**config.mk**
```make
export PLATFORM = sky130hd
export DESIGN_NAME = btdw_fifo
export DESIGN_NICKNAME = d
export VERILOG_FILES = /design/src/sv/btdw_fifo.sv
export SDC_FILE = /design/constraint.sdc
export NUM_CORES = 1
export LEC_CHECK = 0
export BUFFER_PORTS_ARGS = -buffer_cell sky130_fd_sc_hd__buf_2
export CAP_MARGIN = 10
export CORE_MARGIN = 4
export CORE_UTILIZATION = 59
export DETAILED_ROUTE_END_ITERATION = 8
export GPL_ROUTABILITY_DRIVEN = 0
export PLACE_DENSITY = 0.93
export SLEW_MARGIN = 20
export SYNTH_ARGS = -nofsm -noshare
export SYNTH_HDL_FRONTEND = slang
export SYNTH_SLANG_ARGS = --single-unit
```
**constraint.sdc**
```tcl
create_clock -name clk -period 4.65 [get_ports clk]
set_input_delay 0.465 -clock clk [delete_from_list [all_inputs] [get_ports clk]]
set_output_delay 0.465 -clock clk [all_outputs]
set_load 0.01 [all_outputs]
```
**src/sv/btdw_fifo.sv**
```systemverilog
`default_nettype none
module btdw_fifo #(
  parameter int WIDTH = 8,
  parameter int DEPTH = 4
) (
  input  wire logic                       clk,
  input  wire logic                       rst_n,
  input  wire logic                       wr_en,
  input  wire logic [WIDTH-1:0]           wr_data,
  input  wire logic                       rd_en,
  output logic      [WIDTH-1:0]           rd_data,
  output logic                            empty,
  output logic      [$clog2(DEPTH+1)-1:0] count
);

  localparam int PW = (DEPTH > 1) ? $clog2(DEPTH) : 1;
  localparam int CW = $clog2(DEPTH + 1);

  logic [WIDTH-1:0] mem_r [DEPTH];
  logic [PW-1:0]    wr_ptr_r, rd_ptr_r;
  logic [CW-1:0]    count_r;

  assign rd_data = mem_r[rd_ptr_r];
  assign empty   = (count_r == '0);
  assign count   = count_r;

  always_ff @(posedge clk) begin
    if (wr_en) begin
      mem_r[wr_ptr_r] <= wr_data;
    end
  end

  always_ff @(posedge clk) begin
    if (!rst_n) begin
      wr_ptr_r <= '0;
      rd_ptr_r <= '0;
      count_r  <= '0;
    end else begin
      if (wr_en) begin
        wr_ptr_r <= PW'(wr_ptr_r + 1'b1);
      end
      if (rd_en) begin
        rd_ptr_r <= PW'(rd_ptr_r + 1'b1);
      end
      case ({wr_en, rd_en})
        2'b10:   count_r <= CW'(count_r + 1'b1);
        2'b01:   count_r <= CW'(count_r - 1'b1);
        default: count_r <= count_r;
      endcase
    end
  end

endmodule
`default_nettype wire

```
==> results of run 1 <==
[layout make-up]
cell class	count	area, µm²
Sequential cell	41	1140
Multi-Input combinational cell	38	422
Fill cell	160	726
Clock buffer	8	58.8
Tap cell	30	37.5
Inverter	6	22.5
Timing Repair Buffer	23	115
[cells by family after synthesis]
kind of cell / count (synthesis) / share of synthesized area, %
and+or+nand+nor: 15 / 5.47
adders and majority gates: 6 / 5.16
buffers and inverters: 8 / 2.42
DFF: 41 / 71.2
muxes: 9 / 11.9
xor gates and xnor gates: 5 / 2.73
AOI/OAI and AO/OA: 3 / 1.09
[metrics by stage]
stage               std cells  worst slack [ns]  cell area, µm²
floorplan                  87              2.94            1600
global placement          138              2.76            1740
detailed placement        138              2.67            1740
CTS                       146              2.38            1800
global route              146              2.28            1800
finish                    146              2.44            1800
[synth_stat cells (all sizes together)]
cell / count
edfxtp: 32
and2: 10
dfxtp: 9
mux4: 8
inv: 6
ha: 5
xor2: 3
nand2: 2
o21ai: 2
xnor2: 2
a21boi: 1
buf: 1
clkbuf: 1
fa: 1
mux2i: 1
nor2b: 1
nor3: 1
or3: 1
[where the power goes]
part           leakage, nW  internal, W  switching (W)
registers            0.368     0.000417      0.0000159
clock network       0.0326    0.0000746       0.000100
logic                0.259    0.0000448      0.0000406
[state kept, by name, summed over array words and instances, names as in the netlist, named ones only]
name,count
count,3
mem_r,32
rd_ptr_r,2
wr_ptr_r,2
[metal layers]
| metal | vias up | share of wire [%] |
|---|---|---|
| li1 | 376 | - |
| met1 | 384 | 41 |
| met2 | 25 | 50 |
| met3 | 4 | 7.7 |
| met4 | 0 | 1.3 |
| met5 | - | 0 |
[cell usage in the layout, fill, tap and decap left out]
master | synthesis | final
sky130_fd_sc_hd__clkbuf_4 | 0 | 5
sky130_fd_sc_hd__o21ai_0 | 2 | 2
sky130_fd_sc_hd__mux2i_1 | 1 | 1
sky130_fd_sc_hd__clkbuf_1 | 0 | 2
sky130_fd_sc_hd__fa_1 | 1 | 1
sky130_fd_sc_hd__xnor2_1 | 2 | 2
sky130_fd_sc_hd__and2_1 | 10 | 10
sky130_fd_sc_hd__nor2b_1 | 1 | 1
sky130_fd_sc_hd__or3_1 | 1 | 1
sky130_fd_sc_hd__ha_1 | 5 | 5
sky130_fd_sc_hd__xor2_1 | 3 | 3
sky130_fd_sc_hd__clkbuf_8 | 0 | 1
sky130_fd_sc_hd__inv_1 | 6 | 6
sky130_fd_sc_hd__nand2_1 | 2 | 2
sky130_fd_sc_hd__dfxtp_1 | 9 | 9
sky130_fd_sc_hd__buf_2 | 0 | 23
sky130_fd_sc_hd__edfxtp_1 | 32 | 32
sky130_fd_sc_hd__nor3_1 | 1 | 1
sky130_fd_sc_hd__a21boi_1 | 1 | 1
sky130_fd_sc_hd__mux4_2 | 8 | 8
[critical path, delay by kind of cell (launching register included)]
kind                   cells  cell delay [ns]
buffers and inverters      1             0.15
flip-flops                 1             0.68
multiplexers               1             0.57
[path summary, 6_finish.rpt]
check | startpoint | to | depth (start not counted)
max | flop | rd_data[2] | 2
min | wr_data[4] | mem_r[2][4] | 1
max reg2reg | count[0] | count[2] | 5
min reg2reg | count[2] | count[2] | 2
==> results.txt, run 1 <==
- Result of the run: finished, final reports clean
- Worst min-delay path category: in2reg
* Height of the die: 60.1 µm
- Clock sink total: a little over 40
- Post-route antenna net violation count: 0
- Slew at the pin closest to its max-slew limit: 0.552 ns
- The final critical path takes up 47.5% of the cycle.
* Post-synthesis sequential area ratio: 71.2%
- Count of cell types in the netlist: 18
- Global-route wire length before repair: 3880 µm
- Setup repair after global routing left no endpoint under its margin.
- Post-CTS setup repair buffer count: 0
- The pre-antenna-repair detailed-routing pass consisted of 4 iterations.
* Average wire length per cell after detail routing: ~16 µm
- After clock tree synthesis, the clock-pin slew on the worst setup and hold paths is between 0.1 and 0.15 ns.
- Horizontal extent of the die: 60.1 µm
- The floorplan has 18 rows.
- In this run, synthesis produced a sequential element count of between 40 and 50.
- Global routing consumed, on the met2 layer, 24.7% of the routing resources.
- Hold violation total from the final report: 0
- Leakage power total: 0.660 nW
- Post-cts repair resize count: 0
* Total vias in the final route: 789
- The number of global-route vias before repair came to ~840.
- The core region is 2520 µm².
- In the global route stage, overall resource usage came out at 15.5%.
* Cell Pwr Density: around 390 nW/µm²
- The area growth from synthesis to layout is 12.2%.
- After layout, the design draws a total of between 0.0006 and 0.0007 W.
- STA puts the critical path data required time at between 4 and 5 ns.
- The initial antenna violation count was 0.
- Tightest hold margin: roughly 0.33 ns
* Synthesized Nets: 105
* Clock buffers created by TritonCTS: 5
* Mapped Cells: 87
- Setup slack, reg-to-reg: 3.06 ns
* Final Critical Period: 2.21 ns
* DRC violations left: 0
- Setup violations, final: 0
* Total Nets Final: 133
- In the global route stage, met1 resource usage came out at 19.0%.
* Slowest library cell on the worst path: sky130_fd_sc_hd__dfxtp_1
* Floorplan die area: roughly 3600 µm²
- Max-cap violations in this run came to 0.
- Cell taking the most area after synthesis: sky130_fd_sc_hd__edfxtp_1
- Peak supply drop: ~0.33 mV
- During I/O placement, the number of pins put on the boundary was 24.
- In this run the deepest clock path goes through 2 buffers.
* Cells taking the most area after synthesis: sky130_fd_sc_hd__edfxtp_1 (60%), sky130_fd_sc_hd__dfxtp_1 (11%), sky130_fd_sc_hd__mux4_2 (11%)
- For this run, the top clock speed supported by timing is approximately 0.45 GHz.
* Maximum number of pins on one net before global-route repair: 13
- Global Route met3 Usage: 6.48%
* Busiest grt layer: met2
- During placement, the flow inserted port buffers numbering 23.
- Using the TritonRoute via totals, the vias-per-cell ratio works out to roughly 5.4.
* Number of antenna diodes: 0
* CP Launch Type: flop
* Yosys top cell area share: 60.0%
- For the final routed database, the setup TNS stands at 0 ns.
- In this run the worst path has a maximum fanout of 8.
* Violation count after the first detailed-routing iteration: 8
- Post-Synthesis Cell Area: 1600 µm²
- Crit path capture type: primary output
- For the worst-skew pair, the clock arrives at the later sink with an insertion delay of 0.34 ns.
- Once layout is complete, the utilization of the core stands at between 70% and 80%.
- The max-slew violation total from the final report came to 0.
- Worst relative slew slack: between 60% and 70%
* Half-perimeter wire length after placement: 1670 µm
* Fraction of layout cells with a size suffix above 1: 31.9%
* CTS H-tree depth: 2
- Data arrival time of the critical path: 1.74 ns
- Routed WL: 2300 µm
* CTS tree: yes
- During synthesis, Yosys emitted a total of 0 warnings.
- Delay of the slowest cell on the worst path: 0.68 ns
- Total grt overflow: 0
* Critical path, cell by cell: mux4_2 -> buf_2
* Avg Synthesized Cell Area: 18.4 µm²
* Final setup skew: 0.00801 ns
- Count of hold buffers inserted by post-cts repair: 0
* Clock Root Buffer: sky130_fd_sc_hd__clkbuf_4
- The worst setup path is of the reg2out kind.
- The initial utilization of the core area, before any placement, comes to a little under two thirds.
(Power assumes the default switching activity.)
==> run 2: changes to the inputs <==
--- a/config.mk
+++ b/config.mk
@@ -5,13 +5,14 @@
 export SDC_FILE = /design/constraint.sdc
 export NUM_CORES = 1
 export LEC_CHECK = 0
+export ABC_AREA = 1
 export BUFFER_PORTS_ARGS = -buffer_cell sky130_fd_sc_hd__buf_2
 export CAP_MARGIN = 10
 export CORE_MARGIN = 4
-export CORE_UTILIZATION = 59
+export CORE_UTILIZATION = 49
 export DETAILED_ROUTE_END_ITERATION = 8
 export GPL_ROUTABILITY_DRIVEN = 0
-export PLACE_DENSITY = 0.93
+export PLACE_DENSITY = 0.84
 export SLEW_MARGIN = 20
 export SYNTH_ARGS = -nofsm -noshare
 export SYNTH_HDL_FRONTEND = slang
==> constraint.sdc (replaced) <==
create_clock -name clk -period 1.8 [get_ports clk]
set_input_delay 0.18 -clock clk [delete_from_list [all_inputs] [get_ports clk]]
set_output_delay 0.18 -clock clk [all_outputs]
set_load 0.01 [all_outputs]
==> run 2 against run 1 <==
Compared with the run above: worst setup slack got worse by 2.3 ns; critical path type unchanged; combinational power increased to 2.5 times the previous value; design area grew 4.1%.
==> results.txt, run 2 <==
- Half-perimeter wire length after placement: 2120 µm (+28%)
- Hold violation total from the final report: 0 (unchanged)
* Global-route wire length before repair: 4830 µm (+25%)
- Clock network latency to the later pin of the worst-skew pair: 0.34 ns (about the same)
- The number of distinct library cells after synthesis came to 18 (unchanged).
- Yosys top cell area share: 59.0% (-1.0 points)
- Setup violations, final: 0 (unchanged)
- Number of standard-cell rows in the floorplan: 20 (+2)
- Flip-flop count of the largest register after layout: 32 (unchanged)
* Cells taking the most area after synthesis: sky130_fd_sc_hd__edfxtp_1 (59%), sky130_fd_sc_hd__dfxtp_1 (11%), sky130_fd_sc_hd__o21ai_0 (5.5%)
* Max clock buf depth: 2 (unchanged)
- The total nets after synthesis was 150 (+43%).
* Total Nets Final: 179 (+35%)
* Number of antenna diodes: 0 (unchanged)
- Max-Cap Viols: 0 (unchanged)
- The worst setup path is launched from a flop.
- Counting instances in the post-synthesis netlist gives the leading cell types as sky130_fd_sc_hd__edfxtp_1 (32), sky130_fd_sc_hd__o21ai_0 (18), sky130_fd_sc_hd__nor2_1 (17).
* Fraction of the cycle the final worst path needs: around nine tenths
- Signed area change from the synthesized netlist to the final layout: 14.8%
- Violation count after the first detailed-routing iteration: 66 (+58)
- Clock Pin Slew Worst Setup and Hold Paths: 0.12 ns (about the same)
- The critical path is of the reg2out type.
* Mapped Cells: 132 (+52%)
* Clock Root Buffer: sky130_fd_sc_hd__clkbuf_4
- Max frequency: 0.612 GHz
- The required time of the critical path is 1.62 ns (-2.56 ns).
* First-pass iteration count of the detailed router: 5 (+1)
- Leaving out fill and tap cells, the most frequent cells in the layout are sky130_fd_sc_hd__edfxtp_1 (32), sky130_fd_sc_hd__buf_2 (23), sky130_fd_sc_hd__o21ai_0 (18), sky130_fd_sc_hd__nor2_1 (17), sky130_fd_sc_hd__inv_1 (16).
- The Yosys warning count was 0 (unchanged).
- Final-layout setup total negative slack: 0 ns (unchanged)
* Cell Pwr Density: 1000 nW/µm² (+160%)
- Horizontal extent of the die: 65.7 µm (+9.3%)
- The worst setup path is captured at a primary output.
- The synthesized area per cell was 12.3 µm² (-33%).
* Fraction of layout cells with a size suffix above 1: 24.1% (-7.8 points)
- Unrepaired setup endpoints after global routing: no
- sky130_fd_sc_hd__edfxtp_1 is the most common cell in the netlist.
- Tightest hold margin: 0.0380 ns (-0.296 ns)
- The arrival time of data at the critical path endpoint is 1.45 ns (-0.29 ns).
- CTS tree: yes
- The max-slew headroom at the worst pin was 74.4% (+11 points).
- Final Critical Period: 1.63 ns
- The effective utilization at floorplan was 52.1% (-11 points).
* Post-synthesis sequential area ratio: 70.0% (-1.2 points)
- Average via count per standard cell: 5.16 (-4.6%)
- The filler cell count in the final layout was 269 (+68%).
- CTS H-tree depth: 2 (unchanged)
- The share of async-settable or async-resettable flops after synthesis is 0% (unchanged).
- Post-route antenna net violation count: 0 (unchanged)
* Floorplan die area: 4310 µm² (+19%)
* Yosys reg bits: 41 (unchanged)
- Leading cell type in the layout, fill and taps excluded: sky130_fd_sc_hd__edfxtp_1
* Via count of the first global-routing pass: 1,098 (+30%)
- The floorplan die height was 65.7 µm (+9.3%).
- Total grt overflow: 0 (unchanged)
* Number of flops mapped to enable cells by yosys: 32 (unchanged)
- The maximum number of pins on one net before global-route repair came to 17 (+4).
- Clock sink total: 41 (unchanged)
* Global router's overall resource usage: 15.3% (-0.27 points)
* Result of the run: finished, final reports clean
- I/O pin total: 24 (unchanged)
* Largest register by flop count: mem_r
* Routed WL: 2990 µm (+30%)
* Critical path peak fanout: 9 (+1)
- The max-slew violation total from the final report is 0 (unchanged).
* Number of buffers inserted by port buffering: 23 (unchanged)
* Post-Synthesis Cell Area: 1630 µm² (+1.7%)
- The TritonCTS buffer count is 5 (unchanged).
- The synthesized design spends more area on one cell type than any other, namely sky130_fd_sc_hd__edfxtp_1.
- The area of the placeable core came to 3130 µm² (+24%).
* Final setup skew: 0.00869 ns (+0.000680 ns)
- Slew at the pin closest to its max-slew limit: 0.383 ns (-0.169 ns)
- Worst min-delay path category: in2reg
- Predominant post-synthesis flop cell: sky130_fd_sc_hd__edfxtp_1
* DRC violations left: 0 (unchanged)
- Initial antenna violation count: 0 (unchanged)
- The leakage power summed over all cells was 0.753 nW (+14%).
- Average wire length per cell after detail routing: 14.5 µm (-8.0%)
* Total vias in the final route: 1,062 (+35%)
* Peak supply drop: 0.529 mV (+62%)
- Count of hold buffers inserted by post-cts repair: 0 (unchanged)
==> run 2: changes by cell type after synthesis, sizes merged, moves of 2 or more <==
| cell | before | now |
|---|---|---|
| mux4 | 8 | 0 |
| inv | 6 | 17 |
| and2 | 10 | 0 |
| a21oi | 0 | 5 |
| nand2 | 2 | 9 |
| xnor2 | 2 | 0 |
| o22ai | 0 | 8 |
| o21ai | 2 | 22 |
| nor2 | 0 | 19 |
| xor2 | 3 | 0 |
==> run 2: critical path, cell delays in order (launching register included) <==
cell	delay (ns)
sky130_fd_sc_hd__dfxtp_2	0.39
sky130_fd_sc_hd__inv_1	0.25
sky130_fd_sc_hd__o21ai_0	0.14
sky130_fd_sc_hd__o22ai_1	0.16
sky130_fd_sc_hd__buf_2	0.16
==> run 2: cells by family (layout without fill, tap and decap cells) <==
logic type,after synthesis,in the layout,synth area share [%]
DFF,41,41,70.0
AOI/OAI and AO/OA,35,35,11.8
and+or+nand+nor,31,31,7.76
buffers and inverters,19,49,5.30
adders and majority gates,6,6,5.07
==> run 2: final timing paths <==
check,start,end,slack [ns],cells after the start
max,flop,rd_data[3],0.17,4
min reg2reg,rd_ptr_r[1],flop,0.45,1
min,wr_data[5],mem_r[0][5],0.04,1
max reg2reg,count[0],count[2],0.43,8
==> run 2: metal layers <==
metal  track usage (%)  share of wire (%)
met1              16.2                 39
met2              26.7                 52
met3              4.79                7.7
met4              8.29                1.4
met5                 0                  0
==> run 2: timing repair <==
item | in CTS | in global routing
resized for setup | 0 | 2
endpoints found under the setup margin | 0 | 5
setup buffers | 0 | 0
==> run 2: metrics by stage <==
step	cell area (µm²)	total power, W	instances	setup slack [ns]	util, %
3_5_place_dp	1780	0.00134	198	0.255	57.0
2_1_floorplan	1630	0.00124	132	0.517	-
5_1_grt	1870	0.00197	206	0.0361	59.8
4_1_cts	1870	0.00189	206	0.0868	59.7
6_report	1870	0.00187	206	0.167	59.8
3_3_place_gp	1780	0.00132	198	0.391	57.0
==> run 2: final cells by class <==
class	instances	area (µm²)	area share, %
Clock buffer	7	76.3	4.08
Inverter	17	63.8	3.41
Sequential cell	41	1140	61.1
Clock inverter	1	7.51	0.401
Tap cell	44	55.1	2.94
Multi-Input combinational cell	72	402	21.5
Timing Repair Buffer	24	123	6.56
==> run 2: report_power, final <==
group / leakage [nW] / internal, W / switching (W)
registers: 0.369 / 0.00107 / 0.0000260
clock network: 0.0427 / 0.000274 / 0.000287
logic: 0.341 / 0.0000797 / 0.000137
==> run 3: changes to the inputs <==
--- a/config.mk
+++ b/config.mk
@@ -8,7 +8,7 @@
 export ABC_AREA = 1
 export BUFFER_PORTS_ARGS = -buffer_cell sky130_fd_sc_hd__buf_2
 export CAP_MARGIN = 10
-export CORE_MARGIN = 4
+export CORE_MARGIN = 1
 export CORE_UTILIZATION = 49
 export DETAILED_ROUTE_END_ITERATION = 8
 export GPL_ROUTABILITY_DRIVEN = 0
==> run 3 against run 2 <==
Compared with the run above: die area shrank 17%; non-clock buffer count unchanged; sequential cell count is the same; worst setup slack better by 0.032 ns; critical path type unchanged; largest power group unchanged.
==> results.txt, run 3 (same netlist as run 2, synthesis figures left out) <==
* Clock sink total: 41 (unchanged)
* Hold violation total from the final report: 0 (unchanged)
- Min setup slack post-route: 0.199 ns (+0.0315 ns)
- Final setup skew: 0.0133 ns (+0.00463 ns)
- In this run the worst hold path is classified as in2reg.
* Half-perimeter wire length after placement: 1920 µm (-9.5%)
- By startpoint and endpoint, the worst setup path is classified as reg2out.
- The number of rows created at floorplan came to 20 (unchanged).
- The run finished with clean final reports.
* Final Critical Period: 1.60 ns (-0.0315 ns)
- The internal power came to 0.00158 W (+11%).
- The share of post-route cells with drive strength above 1 came to 24.1% (unchanged).
- The count of pins on the block boundary was 24 (unchanged).
- Tightest hold margin: 0.0351 ns (-0.00299 ns)
- The top cell types in the final layout, fill and taps aside, are sky130_fd_sc_hd__edfxtp_1 (32), sky130_fd_sc_hd__buf_2 (23), sky130_fd_sc_hd__o21ai_0 (18), sky130_fd_sc_hd__nor2_1 (17), sky130_fd_sc_hd__inv_1 (15).
- Setup repair after global routing left no endpoint under its margin.
- Total vias in the final route: 1,031 (-2.9%)
* Clock buffers created by TritonCTS: 5 (unchanged)
- The via density per instance came to 5.00 (-2.9%).
- The highest ir drop seen on vdd came to 0.642 mV (+21%).
* Critical path, cell by cell: o21ai_0 -> o22ai_1 -> buf_2
- The number of inserted diodes is 0 (unchanged).
- CTS tree: yes
* Worst relative slew slack: 75.1% (+0.68 points)
- The clock input transition at the sequential cells of the worst setup and hold paths came to 0.13 ns (about the same).
* Flip-flop count of the largest register after layout: 32 (unchanged)
* Core box area: 3100 µm² (-0.80%)
- Count of pins over their slew limit: 0 (unchanged)
- The power density over the cells came to 1070 nW/µm² (+6.9%).
- The filler cell count in the final layout came to 263 (-2.2%).
- From synthesis to final layout, the design area changed by 15.9%.
- Crit path capture type: primary output
- Leakage power total: 0.765 nW (+1.6%)
* Total grt overflow: 0 (unchanged)
- The number of buffer and inverter stages on the critical path is 1 (-1).
- The final routed DRC violation total came to 0 (unchanged).
- The effective utilization at floorplan was 52.5% (+0.42 points).
- Setup violations, final: 0 (unchanged)
* Post-place setup slack: 0.294 ns (+0.0391 ns)
- The number of global-route vias before repair came to 907 (-17%).
* Violation count after the first detailed-routing iteration: 44 (-33%)
- CP Launch Type: flop
- The floorplan die height was 59.7 µm (-9.1%).
- Slew at the pin closest to its max-slew limit: 0.373 ns (-0.0102 ns)
* CTS H-tree depth: 2 (unchanged)
- The clock latency on the worst-skew pair was 0.34 ns (about the same).
- The sequential cell fraction of total power came to 54.2% (-4.3 points).
- The area of the die is 3560 µm² (-17%).
- The count of max-cap constraint violations came to 0 (unchanged).
- The summed negative setup slack over all endpoints was 0 ns (unchanged).
- The number of nets at the end of the flow is 179 (unchanged).
- Data arrival time of the critical path: 1.42 ns (-0.03 ns)
* Slowest library cell on the worst path: sky130_fd_sc_hd__dfxtp_1
- Horizontal extent of the die: 59.7 µm (-9.1%)
- The wire length per cell was 13.1 µm (-9.5%).
- The final cell utilization of the core was 60.8% (+1.0 points).
- Switching Fraction: 21.9% (-2.1 points)
- Global router's overall resource usage: 16.9% (+1.6 points)
- The number of buffer cells added on primary ports was 23 (unchanged).
- The library cell used most frequently in the layout, excluding fill and tap cells, is sky130_fd_sc_hd__edfxtp_1.
* Routed WL: 2700 µm (-9.5%)
* Clock Power Share: 35.2% (+5.2 points)
* Max frequency: 0.625 GHz (+2.0%)
- Largest delay contributor family on the critical path: flip-flops
- The maximum number of pins on one net before global-route repair was 17 (unchanged).
* Critical path peak fanout: 9 (unchanged)
- Delay of the slowest cell on the worst path: 0.52 ns (+0.13 ns)
* Total net switching power: 0.000442 W (-1.6%)
- CTS placed an instance of sky130_fd_sc_hd__clkbuf_4 at the clock tree root.
- Max clock buf depth: 2 (unchanged)
- Largest register by flop count: mem_r
* First-pass iteration count of the detailed router: 4 (-1)
- The combinational share of power was 10.6% (-0.9 points).
- The required time of the critical path was 1.62 ns (about the same).
- Initial antenna violation count: 0 (unchanged)
- Fraction of the cycle the final worst path needs: 89.0% (-1.8 points)
- The post-route antenna net violation count is 0 (unchanged).
- The wire length of the first global-routing pass was 4110 µm (-15%).
[run 3: timing repair]
item                                    in CTS  in global routing
gates resized for setup                      0                  2
hold buffers                                 0                  0
endpoints found under the hold margin        0                  0
endpoints found under the setup margin       0                  3
buffers inserted                             0                  0
[run 3: layout make-up]
cell class	instances	area [µm²]	area share [%]
Inverter	17	63.8	3.38
Clock inverter	3	65.1	3.45
Sequential cell	41	1140	60.5
Timing Repair Buffer	24	123	6.49
Clock buffer	5	37.5	1.99
Multi-Input combinational cell	72	402	21.3
Tap cell	44	55.1	2.92
[run 3: final timing paths]
check                    from     endpoint  slack (ns)  cells past startpoint
setup / recovery         flop   rd_data[6]        0.20                      3
hold / removal     wr_data[6]  mem_r[2][6]        0.04                      1
setup reg to reg     count[0]     count[2]        0.48                      7
hold reg to reg   rd_ptr_r[1]  rd_ptr_r[1]        0.46                      1
[run 3: metal layers]
metal	GRT usage [%]	share of wire [%]	routed length [µm]
met5	0	0	0
met4	5.98	0.30	8
met2	27.6	51	1370
met3	7.36	4.3	117
met1	19.9	45	1210
[run 3: power by group through the flow]
| stage | sequential, W | clock (W) | combinational [W] |
|---|---|---|---|
| 5_1_grt | 0.00110 | 0.000769 | 0.000240 |
| 3_3_place_gp | 0.00111 | 0 | 0.000203 |
| 6_report | 0.00110 | 0.000713 | 0.000213 |
| 2_1_floorplan | 0.00111 | 0 | 0.000131 |
| 3_5_place_dp | 0.00112 | 0 | 0.000216 |
| 4_1_cts | 0.00110 | 0.000722 | 0.000217 |
[run 3: worst register-to-register path, stage by stage (launching register included)]
cell and delay [ns]:
sky130_fd_sc_hd__dfxtp_1 0.37, sky130_fd_sc_hd__inv_1 0.09, sky130_fd_sc_hd__fa_1 0.45, sky130_fd_sc_hd__nand2_1 0.11, sky130_fd_sc_hd__nand3_1 0.09, sky130_fd_sc_hd__nand2_1 0.06
sky130_fd_sc_hd__inv_1 0.04, sky130_fd_sc_hd__nor2_1 0.08
[run 3: stage by stage]
stage	cell area [µm²]	cells	power [W]
final	1890	206	0.00202
after global routing	1890	206	0.00211
after CTS	1890	206	0.00203
after detailed placement	1780	198	0.00133
after global placement	1780	198	0.00132
after floorplan	1630	132	0.00124
